File: config.mk
export PLATFORM = sky130hd
export DESIGN_NAME = color_fade_hold_sequencer
export DESIGN_NICKNAME = d
export VERILOG_FILES = /design/src/design/cfhs_pkg.sv /design/src/design/color_fade_hold_sequencer.sv
export SDC_FILE = /design/constraint.sdc
export NUM_CORES = 2
export LEC_CHECK = 0
export BUFFER_PORTS_ARGS = -buffer_cell sky130_fd_sc_hd__buf_2
export CAP_MARGIN = 20
export CORE_UTILIZATION = 50
export CTS_CLUSTER_SIZE = 20
export DETAILED_ROUTE_END_ITERATION = 8
export PLACE_DENSITY_LB_ADDON = 0.08
export SLEW_MARGIN = 15
export SYNTH_ARGS = -nofsm -noshare
export SYNTH_HDL_FRONTEND = slang
export SYNTH_SLANG_ARGS = --single-unit
File: constraint.sdc
create_clock -name clk -period 30.8 [get_ports clk]
set_clock_uncertainty 0.05 [all_clocks]
set_input_delay 4.62 -clock clk [delete_from_list [all_inputs] [get_ports clk]]
set_output_delay 4.62 -clock clk [all_outputs]
set_load 0.01 [all_outputs]
File: src/design/cfhs_pkg.sv
// shared constants and codes for the color fade and hold sequencer
`timescale 1ns / 1ps

package cfhs_pkg;

  // table size default
  localparam int MAX_TARGETS_DEF = 8;

  // item kinds carried in s_tuser
  localparam logic [1:0] FUNC_TICK    = 2'd0;
  localparam logic [1:0] FUNC_WRITE   = 2'd1;
  localparam logic [1:0] FUNC_RESTART = 2'd2;
  localparam logic [1:0] FUNC_NONE    = 2'd3;

  // configuration register indexes
  localparam logic REG_NUM_TARGETS = 1'b0;
  localparam logic REG_FADE_LEN    = 1'b1;

  // register reset values
  localparam logic [3:0]  NUM_TARGETS_RST = 4'd2;
  localparam logic [15:0] FADE_LEN_RST    = 16'd100;

  // fixed field widths
  localparam int COLOR_W    = 16;
  localparam int ACC_W      = 32;
  localparam int IN_DATA_W  = 72;
  localparam int OUT_DATA_W = 56;

  // number of quotient bits per step computation
  localparam int DIV_STEPS = 32;

endpackage

File: src/design/color_fade_hold_sequencer.sv
// top level of the color fade and hold sequencer
`timescale 1ns / 1ps

// usage
//   s_* : input beats; s_tuser selects tick, table write or restart,
//         s_tdata carries the table entry for a write
//   m_* : one result beat per tick with the color after that frame,
//         the stage after that frame and a refresh flag in m_tuser
//   cfg_* : register writes (targets in use, fade length), taken while idle
// state sequence per item
//   one item at a time; s_tready is high only while idle
//   tick in a hold stage: read the target entry, decide, present the result
//   plain fade frame: read the target entry, decide, accumulate, present the result
//   first frame of a fade (fade length nonzero): also forms the differences
//   and runs the bit-serial divider that forms the three per-frame steps
//   write or restart: read the last target and load the color, no result
// reset
//   control state, registers and the entry valid bits reset at once; an
//   entry never written reads as zero, so no clearing pass is needed
// stalls
//   a result waits in the output register; the next item is still taken,
//   and a following tick holds in its last step until the register frees

module color_fade_hold_sequencer #(
  parameter int MAX_TARGETS = cfhs_pkg::MAX_TARGETS_DEF
) (
  input  logic                              clk,
  input  logic                              rst,
  // input stream
  input  logic                              s_tvalid,
  output logic                              s_tready,
  // entry_index[2:0], entry_l[18:3], entry_a[34:19], entry_b[50:35],
  // entry_hold[66:51], zero pad to 72
  input  logic [cfhs_pkg::IN_DATA_W-1:0]    s_tdata,
  // func[1:0]
  input  logic [1:0]                        s_tuser,
  // result stream
  output logic                              m_tvalid,
  input  logic                              m_tready,
  // color_l[15:0], color_a[31:16], color_b[47:32], stage_now[51:48], zero pad to 56
  output logic [cfhs_pkg::OUT_DATA_W-1:0]   m_tdata,
  // changed[0]
  output logic [0:0]                        m_tuser,
  // configuration writes
  input  logic                              cfg_valid,
  output logic                              cfg_ready,
  input  logic                              cfg_index,
  input  logic [15:0]                       cfg_data
);

  localparam int IDX_W = (MAX_TARGETS > 1) ? $clog2(MAX_TARGETS) : 1;
  localparam int STG_W = IDX_W + 1;
  localparam int CNT_W = $clog2(MAX_TARGETS + 1);
  localparam int LIM_W = CNT_W + 1;
  localparam int CW    = cfhs_pkg::COLOR_W;
  localparam int AW    = cfhs_pkg::ACC_W;
  localparam int ENT_W = 4 * CW;
  localparam int DCW   = $clog2(cfhs_pkg::DIV_STEPS);

  // sequencer states
  localparam logic [3:0] S_IDLE = 4'd0;
  localparam logic [3:0] S_TRD  = 4'd1;  // read the target entry
  localparam logic [3:0] S_TDEC = 4'd2;  // decide hold or fade, read the source entry
  localparam logic [3:0] S_TSRC = 4'd3;  // form differences, load the dividers
  localparam logic [3:0] S_DIV  = 4'd4;  // one quotient bit per cycle
  localparam logic [3:0] S_SAT  = 4'd5;  // sign and clamp the steps
  localparam logic [3:0] S_ADD  = 4'd6;  // accumulate one fade frame
  localparam logic [3:0] S_FIN  = 4'd7;  // advance stage, present result
  localparam logic [3:0] S_RRD  = 4'd8;  // restart: read the last target
  localparam logic [3:0] S_RLD  = 4'd9;  // restart: load the color

  logic [3:0] state;

  // configuration registers
  logic [3:0]  num_targets;
  logic [15:0] fade_len;

  // sequence position
  logic [STG_W-1:0] stage;
  logic [15:0]      frame_in_stage;
  logic [15:0]      stage_len;
  logic             dirty;

  // color accumulators and per-frame steps
  logic signed [AW-1:0] cur  [3];
  logic signed [AW-1:0] step [3];

  // divider lanes
  logic        [CW-1:0] dst  [3];
  logic        [AW-1:0] dv   [3];
  logic        [CW-1:0] rem  [3];
  logic        [AW-1:0] quo  [3];
  logic                 neg  [3];
  logic        [DCW-1:0] div_cnt;

  // target table memory, {hold, b, a, l}
  logic [ENT_W-1:0]       tbl [MAX_TARGETS];
  logic [MAX_TARGETS-1:0] ent_valid;
  logic [ENT_W-1:0]       mem_q;
  logic                   q_ok;
  logic [IDX_W-1:0]       rd_addr;
  logic [IDX_W-1:0]       wr_addr;
  logic                   wr_en;

  // decoded input fields
  logic [2:0]    in_index;
  logic [CW-1:0] in_l, in_a, in_b, in_hold;
  logic [IDX_W+2:0] idx_ext;

  // derived sequence values
  logic [CNT_W-1:0] count;
  logic [LIM_W-1:0] lim;
  logic [LIM_W-1:0] stage_ext;
  logic [IDX_W-1:0] last;
  logic [IDX_W-1:0] tgt;
  logic [IDX_W-1:0] src;
  logic [ENT_W-1:0] ent;
  logic [CW-1:0]    ent_c [3];
  logic [CW-1:0]    ent_hold;
  logic             in_acc;
  logic             stage_end;

  // datapath lanes
  logic [CW:0]          trial   [3];
  logic                 ge      [3];
  logic [CW:0]          trial_r [3];
  logic signed [CW:0]   diff    [3];
  logic [CW:0]          diff_abs[3];
  logic signed [AW-1:0] sat_q   [3];
  logic signed [AW:0]   sum     [3];
  logic signed [AW-1:0] sum_sat [3];

  assign s_tready  = (state == S_IDLE);
  assign cfg_ready = (state == S_IDLE);
  assign in_acc    = s_tvalid && s_tready;

  assign in_index = s_tdata[2:0];
  assign in_l     = s_tdata[18:3];
  assign in_a     = s_tdata[34:19];
  assign in_b     = s_tdata[50:35];
  assign in_hold  = s_tdata[66:51];
  assign idx_ext  = {{IDX_W{1'b0}}, in_index};
  assign wr_addr  = idx_ext[IDX_W-1:0];
  assign wr_en    = in_acc && (s_tuser == cfhs_pkg::FUNC_WRITE) &&
                    (32'(in_index) < MAX_TARGETS);

  // effective target count, clamped to 1..MAX_TARGETS
  always_comb begin
    if (num_targets == 4'd0) begin
      count = CNT_W'(1);
    end else if (32'(num_targets) > MAX_TARGETS) begin
      count = CNT_W'(MAX_TARGETS);
    end else begin
      count = CNT_W'(num_targets);
    end
  end

  assign lim       = {count, 1'b0};
  assign stage_ext = LIM_W'(stage);
  assign last      = IDX_W'(count - CNT_W'(1));
  assign tgt       = stage[STG_W-1:1];
  assign src       = (tgt == '0) ? last : tgt - IDX_W'(1);
  assign stage_end = (stage_len == 16'd0) || (frame_in_stage >= stage_len - 16'd1);

  always_comb begin
    case (state)
      S_TRD:   rd_addr = tgt;
      S_TDEC:  rd_addr = src;
      S_RRD:   rd_addr = last;
      default: rd_addr = tgt;
    endcase
  end

  // unwritten entries read as zero
  assign ent      = q_ok ? mem_q : '0;
  assign ent_c[0] = ent[CW-1:0];
  assign ent_c[1] = ent[2*CW-1:CW];
  assign ent_c[2] = ent[3*CW-1:2*CW];
  assign ent_hold = ent[4*CW-1:3*CW];

  // table memory: one write port, one registered read port
  always_ff @(posedge clk) begin
    if (wr_en) begin
      tbl[wr_addr] <= {in_hold, in_b, in_a, in_l};
    end
    mem_q <= tbl[rd_addr];
  end

  always_comb begin
    for (int i = 0; i < 3; i++) begin
      // restoring division step, remainder stays below the fade length
      trial[i]   = {rem[i], dv[i][AW-1]};
      ge[i]      = (trial[i] >= {1'b0, fade_len});
      trial_r[i] = trial[i] - {1'b0, fade_len};
      // target minus previous target, magnitude fits in 16 bits
      diff[i]     = $signed({dst[i][CW-1], dst[i]}) - $signed({ent_c[i][CW-1], ent_c[i]});
      diff_abs[i] = diff[i][CW] ? (CW+1)'(-diff[i]) : (CW+1)'(diff[i]);
      // signed quotient clamped to the 32-bit range
      if (!neg[i]) begin
        sat_q[i] = quo[i][AW-1] ? {1'b0, {(AW-1){1'b1}}} : $signed(quo[i]);
      end else if (quo[i] > {1'b1, {(AW-1){1'b0}}}) begin
        sat_q[i] = {1'b1, {(AW-1){1'b0}}};
      end else begin
        sat_q[i] = $signed(-quo[i]);
      end
      // saturating accumulate
      sum[i] = {cur[i][AW-1], cur[i]} + {step[i][AW-1], step[i]};
      if (sum[i][AW] != sum[i][AW-1]) begin
        sum_sat[i] = sum[i][AW] ? {1'b1, {(AW-1){1'b0}}} : {1'b0, {(AW-1){1'b1}}};
      end else begin
        sum_sat[i] = sum[i][AW-1:0];
      end
    end
  end

  always_ff @(posedge clk) begin
    if (rst) begin
      state          <= S_IDLE;
      num_targets    <= cfhs_pkg::NUM_TARGETS_RST;
      fade_len       <= cfhs_pkg::FADE_LEN_RST;
      stage          <= '0;
      frame_in_stage <= '0;
      ent_valid      <= '0;
      q_ok           <= 1'b0;
      m_tvalid       <= 1'b0;
      dirty          <= 1'b0;
      div_cnt        <= '0;
      for (int i = 0; i < 3; i++) begin
        cur[i]  <= '0;
        step[i] <= '0;
      end
    end else begin
      q_ok <= ent_valid[rd_addr];
      if (wr_en) begin
        ent_valid[wr_addr] <= 1'b1;
      end
      if (cfg_valid && cfg_ready) begin
        if (cfg_index == cfhs_pkg::REG_NUM_TARGETS) begin
          num_targets <= cfg_data[3:0];
        end else begin
          fade_len <= cfg_data;
        end
      end
      // result valid: raised when a tick finishes, dropped once taken
      if (state == S_FIN && (!m_tvalid || m_tready)) begin
        m_tvalid <= 1'b1;
      end else if (m_tready) begin
        m_tvalid <= 1'b0;
      end

      case (state)
        S_IDLE: begin
          if (in_acc) begin
            case (s_tuser)
              cfhs_pkg::FUNC_TICK: begin
                // count was lowered below the current stage
                if (stage_ext >= lim) begin
                  stage          <= '0;
                  frame_in_stage <= '0;
                end
                state <= S_TRD;
              end
              cfhs_pkg::FUNC_WRITE, cfhs_pkg::FUNC_RESTART: begin
                stage          <= '0;
                frame_in_stage <= '0;
                state          <= S_RRD;
              end
              default: begin
                state <= S_IDLE;
              end
            endcase
          end
        end
        S_TRD: begin
          state <= S_TDEC;
        end
        S_TDEC: begin
          if (stage[0]) begin
            // hold stage: first frame snaps to the exact target
            if (frame_in_stage == 16'd0) begin
              for (int i = 0; i < 3; i++) begin
                cur[i] <= {ent_c[i], 16'h0000};
              end
              dirty <= 1'b1;
            end else begin
              dirty <= 1'b0;
            end
            stage_len <= ent_hold;
            state     <= S_FIN;
          end else begin
            stage_len <= fade_len;
            if (frame_in_stage == 16'd0 && fade_len != 16'd0) begin
              for (int i = 0; i < 3; i++) begin
                dst[i] <= ent_c[i];
              end
              state <= S_TSRC;
            end else begin
              state <= S_ADD;
            end
          end
        end
        S_TSRC: begin
          for (int i = 0; i < 3; i++) begin
            neg[i] <= diff[i][CW];
            dv[i]  <= {diff_abs[i][CW-1:0], 16'h0000};
            rem[i] <= '0;
            quo[i] <= '0;
          end
          div_cnt <= '0;
          state   <= S_DIV;
        end
        S_DIV: begin
          for (int i = 0; i < 3; i++) begin
            rem[i] <= ge[i] ? trial_r[i][CW-1:0] : trial[i][CW-1:0];
            quo[i] <= {quo[i][AW-2:0], ge[i]};
            dv[i]  <= {dv[i][AW-2:0], 1'b0};
          end
          div_cnt <= div_cnt + DCW'(1);
          if (div_cnt == DCW'(cfhs_pkg::DIV_STEPS - 1)) begin
            state <= S_SAT;
          end
        end
        S_SAT: begin
          for (int i = 0; i < 3; i++) begin
            step[i] <= sat_q[i];
          end
          state <= S_ADD;
        end
        S_ADD: begin
          for (int i = 0; i < 3; i++) begin
            cur[i] <= sum_sat[i];
          end
          dirty <= 1'b1;
          state <= S_FIN;
        end
        S_FIN: begin
          // wait here while an older result is still unread
          if (!m_tvalid || m_tready) begin
            if (stage_end) begin
              stage          <= (stage_ext + LIM_W'(1) == lim) ? '0 : stage + STG_W'(1);
              frame_in_stage <= '0;
            end else begin
              frame_in_stage <= frame_in_stage + 16'd1;
            end
            state <= S_IDLE;
          end
        end
        S_RRD: begin
          state <= S_RLD;
        end
        S_RLD: begin
          for (int i = 0; i < 3; i++) begin
            cur[i] <= {ent_c[i], 16'h0000};
          end
          state <= S_IDLE;
        end
        default: begin
          state <= S_IDLE;
        end
      endcase
    end
  end

  // result payload, stage reported after advancing
  logic [STG_W-1:0] stage_after;
  assign stage_after = stage_end ?
                       ((stage_ext + LIM_W'(1) == lim) ? '0 : stage + STG_W'(1)) : stage;

  logic [STG_W+3:0] stage_after_ext;
  assign stage_after_ext = {4'd0, stage_after};

  always_ff @(posedge clk) begin
    if (state == S_FIN && (!m_tvalid || m_tready)) begin
      m_tdata <= {4'd0, stage_after_ext[3:0], cur[2][AW-1:CW], cur[1][AW-1:CW],
                  cur[0][AW-1:CW]};
      m_tuser <= dirty;
    end
  end

endmodule

==> out/qor.txt <==
Max Cap Viol: 0
Drt drc: 0
All-layer global routing usage: 23.8%
Crit-path slowest cell: buf_4
Top cells by count, synth: edfxtp_1, nand2_1, nand3_1
Buffers & Inverters on Critical Path: 4
DR iter-0 viols: 3198
Crit path largest cell delay: 0.88 ns
Peak Freq: 137 MHz
Finished Core Util: 56.1%
RSZ-0062 raised after global routing: no
Top-count cell post-synth: edfxtp_1
Setup TNS: 0 ns
Dpl ws: 22.68 ns
Overall power: 3830 µW
Seq cells post-synth: 1140
Initial antenna violation count: 21
WL final: 139000 µm
Largest net degree at the start of global routing: 107
CP Capture Type: register
Unique masters post-synth: 88
Peak supply drop: 0.0480 mV
Via count: 40800
Mapped Area: 0.0574 mm²
Pleak: 0.0236 µW
# setup viols final: 0
Setup crit start kind: input pin
Cts bufs inserted: 121
Non-filler cells, final: 7125
CTS sink cnt: 1140
Drt wl/cell: 19.6 µm
Vias in the first global route: 38900
Global route total overflow: 0
Post-synth EDFFs: 1016
Final period util: 23.7%
Least-Margin Pin Slew: 1.10 ns
Crit-path cells: buf_2 -> buf_4 -> nor2_4 -> buf_4 -> buf_4
PwrDens: 60.4 mW/mm²
CP dominant cell by count: buf_4
Postcts setup bufs: 0
CP arrival: 7.57 ns
Outcome: complete, no violations
I/O pin count: 156
Vias per inst: 5.73
Top FF cell, synth: edfxtp_1
Worst path required time: 31.08 ns
CTS resizes: 0
Clock-pin slew on the worst setup and hold paths: 0.05 ns
Sequential area share after synthesis: 57.5%
Final ANT Viol Nets: 0
CP Class: input pin to register
Share of layout cells above drive strength 1: 8.22%
Die height: 341 µm
Hold Vio Cnt, Final: 0
Htree depth: 3
Hold Buf Count CTS: 0
DR pass1 iterations: 5
Share of flip-flops with an asynchronous set or reset: 0%
Post-layout min period: 7.30 ns
Area grow syn2layout: 10.5%
Placed Instances: 6889
Hpwl dp: 87600 µm
CTS tree: built
Die Wd: 341 µm
Core area: 0.113 mm²
Root buffer cell: clkbuf_16
Dominant cells by area after synthesis: edfxtp_1, nand2_1, ha_1
Number of fill cells in the layout: 9741
Syn_area_per_cell: 10.5 µm²
First-pass GRT wire length: 219000 µm
Final setup margin: 23.50 ns
Initial core utilization: 50.8%
Die footprint: 0.116 mm²
CTS max path bufs: 3
Max transition margin: 26.4%
Area leader, netlist: edfxtp_1
Port bufs: 146
CP max FO: 74
Syn Inst Count: 5465
Yosys warns: 0
Synth top area share: 53.1%
Skew-Pair Late Insertion Delay: 0.74 ns
Slew Limit Fails: 0
Routability cong.: 0.859
Fin nets: 5848
Critical path's top delay family: buffers and inverters
Worst hold-check path type: register to register
Num rows: 123
-- sequential cells by signal, summed over array words and instances (netlist names) --
name            cells
dirty               1
div_cnt             5
m_tdata            52
neg                 3
stage_len          16
tbl               512
quo                96
rem                48
stage               4
cur                96
q_ok                1
dv                 48
mem_q              64
fade_len           16
ent_valid           8
state               4
dst                48
m_tuser             1
m_tvalid            1
step               96
num_targets         4
frame_in_stage     16
-- worst register-to-register path: cells and delay by family (launching register included) --
| kind | cells | cell delay (ns) |
|---|---|---|
| simple gates | 4 | 1.73 |
| xor+xnor | 2 | 0.35 |
| compound gates | 5 | 1.18 |
| buf+inv | 2 | 0.53 |
| fa+ha+maj | 2 | 0.64 |
| flops | 1 | 0.31 |
-- cell type report --
| cell class | instances | area [µm²] | share of cell area, % |
|---|---|---|---|
| Antenna cell | 4 | 10.0 | 0.0158 |
| Clock inverter | 66 | 559 | 0.882 |
| Clock buffer | 164 | 3240 | 5.11 |
| Timing Repair Buffer | 206 | 1230 | 1.94 |
| Tap cell | 1500 | 1880 | 2.96 |
| Sequential cell | 1140 | 33000 | 52.0 |
| Inverter | 163 | 612 | 0.965 |
| Multi-Input combinational cell | 3882 | 22900 | 36.1 |
-- worst paths after layout --
| kind | endpoint | cells past startpoint | from | slack, ns |
|---|---|---|---|---|
| setup reg to reg | dv[0][30] | 15 | q_ok | 25.71 |
| setup / recovery | quo[0][67] | 5 | rst | 23.50 |
| hold / removal | m_tdata[33] | 0 | cur[0][81] | 0.41 |
| hold reg to reg | m_tdata[33] | 0 | cur[0][81] | 0.41 |
-- per-stage QoR --
step / hold WS, ns / cell area, µm²
floorplan: 0.359 / 57400
finish: 0.415 / 63400
global placement: 0.397 / 59500
CTS: 0.421 / 63400
global route: 0.438 / 63400
detailed placement: 0.405 / 59600
-- cell usage in the layout (no fill, tap or decap), drive strengths merged, types with 98 or more instances in the layout --
master	instances
edfxtp	1016
nand2	934
nand3	424
nor2	415
o21ai	358
a21oi	266
ha	229
buf	206
inv	165
clkbuf	164
dfxtp	124
xnor2	123
a21o	99
nor3	98
-- per-layer routing --
| layer | GRT usage (%) | vias to the layer above | routed length (µm) |
|---|---|---|---|
| met5 | 0 | - | 175 |
| li1 | - | 20000 | - |
| met2 | 39.1 | 869 | 65400 |
| met1 | 33.3 | 19700 | 64200 |
| met4 | 5.41 | 28 | 3000 |
| met3 | 3.64 | 216 | 6780 |
-- power breakdown --
| part | internal, µW | total [µW] | switching [µW] |
|---|---|---|---|
| logic | 209 | 626 | 417 |
| registers | 1770 | 1810 | 42.6 |
| clock network | 781 | 1390 | 612 |
-- cells by family after synthesis --
kind of cell               synth area share (%)
AOI/OAI and AO/OA                          12.6
xor gates and xnor gates                   3.33
adders and majority gates                  5.31
buffers and inverters                      2.97
DFF                                        57.5
muxes                                     0.569
other                                   0.00653
and+or+nand+nor                            17.7
(Power assumes the default switching activity.)
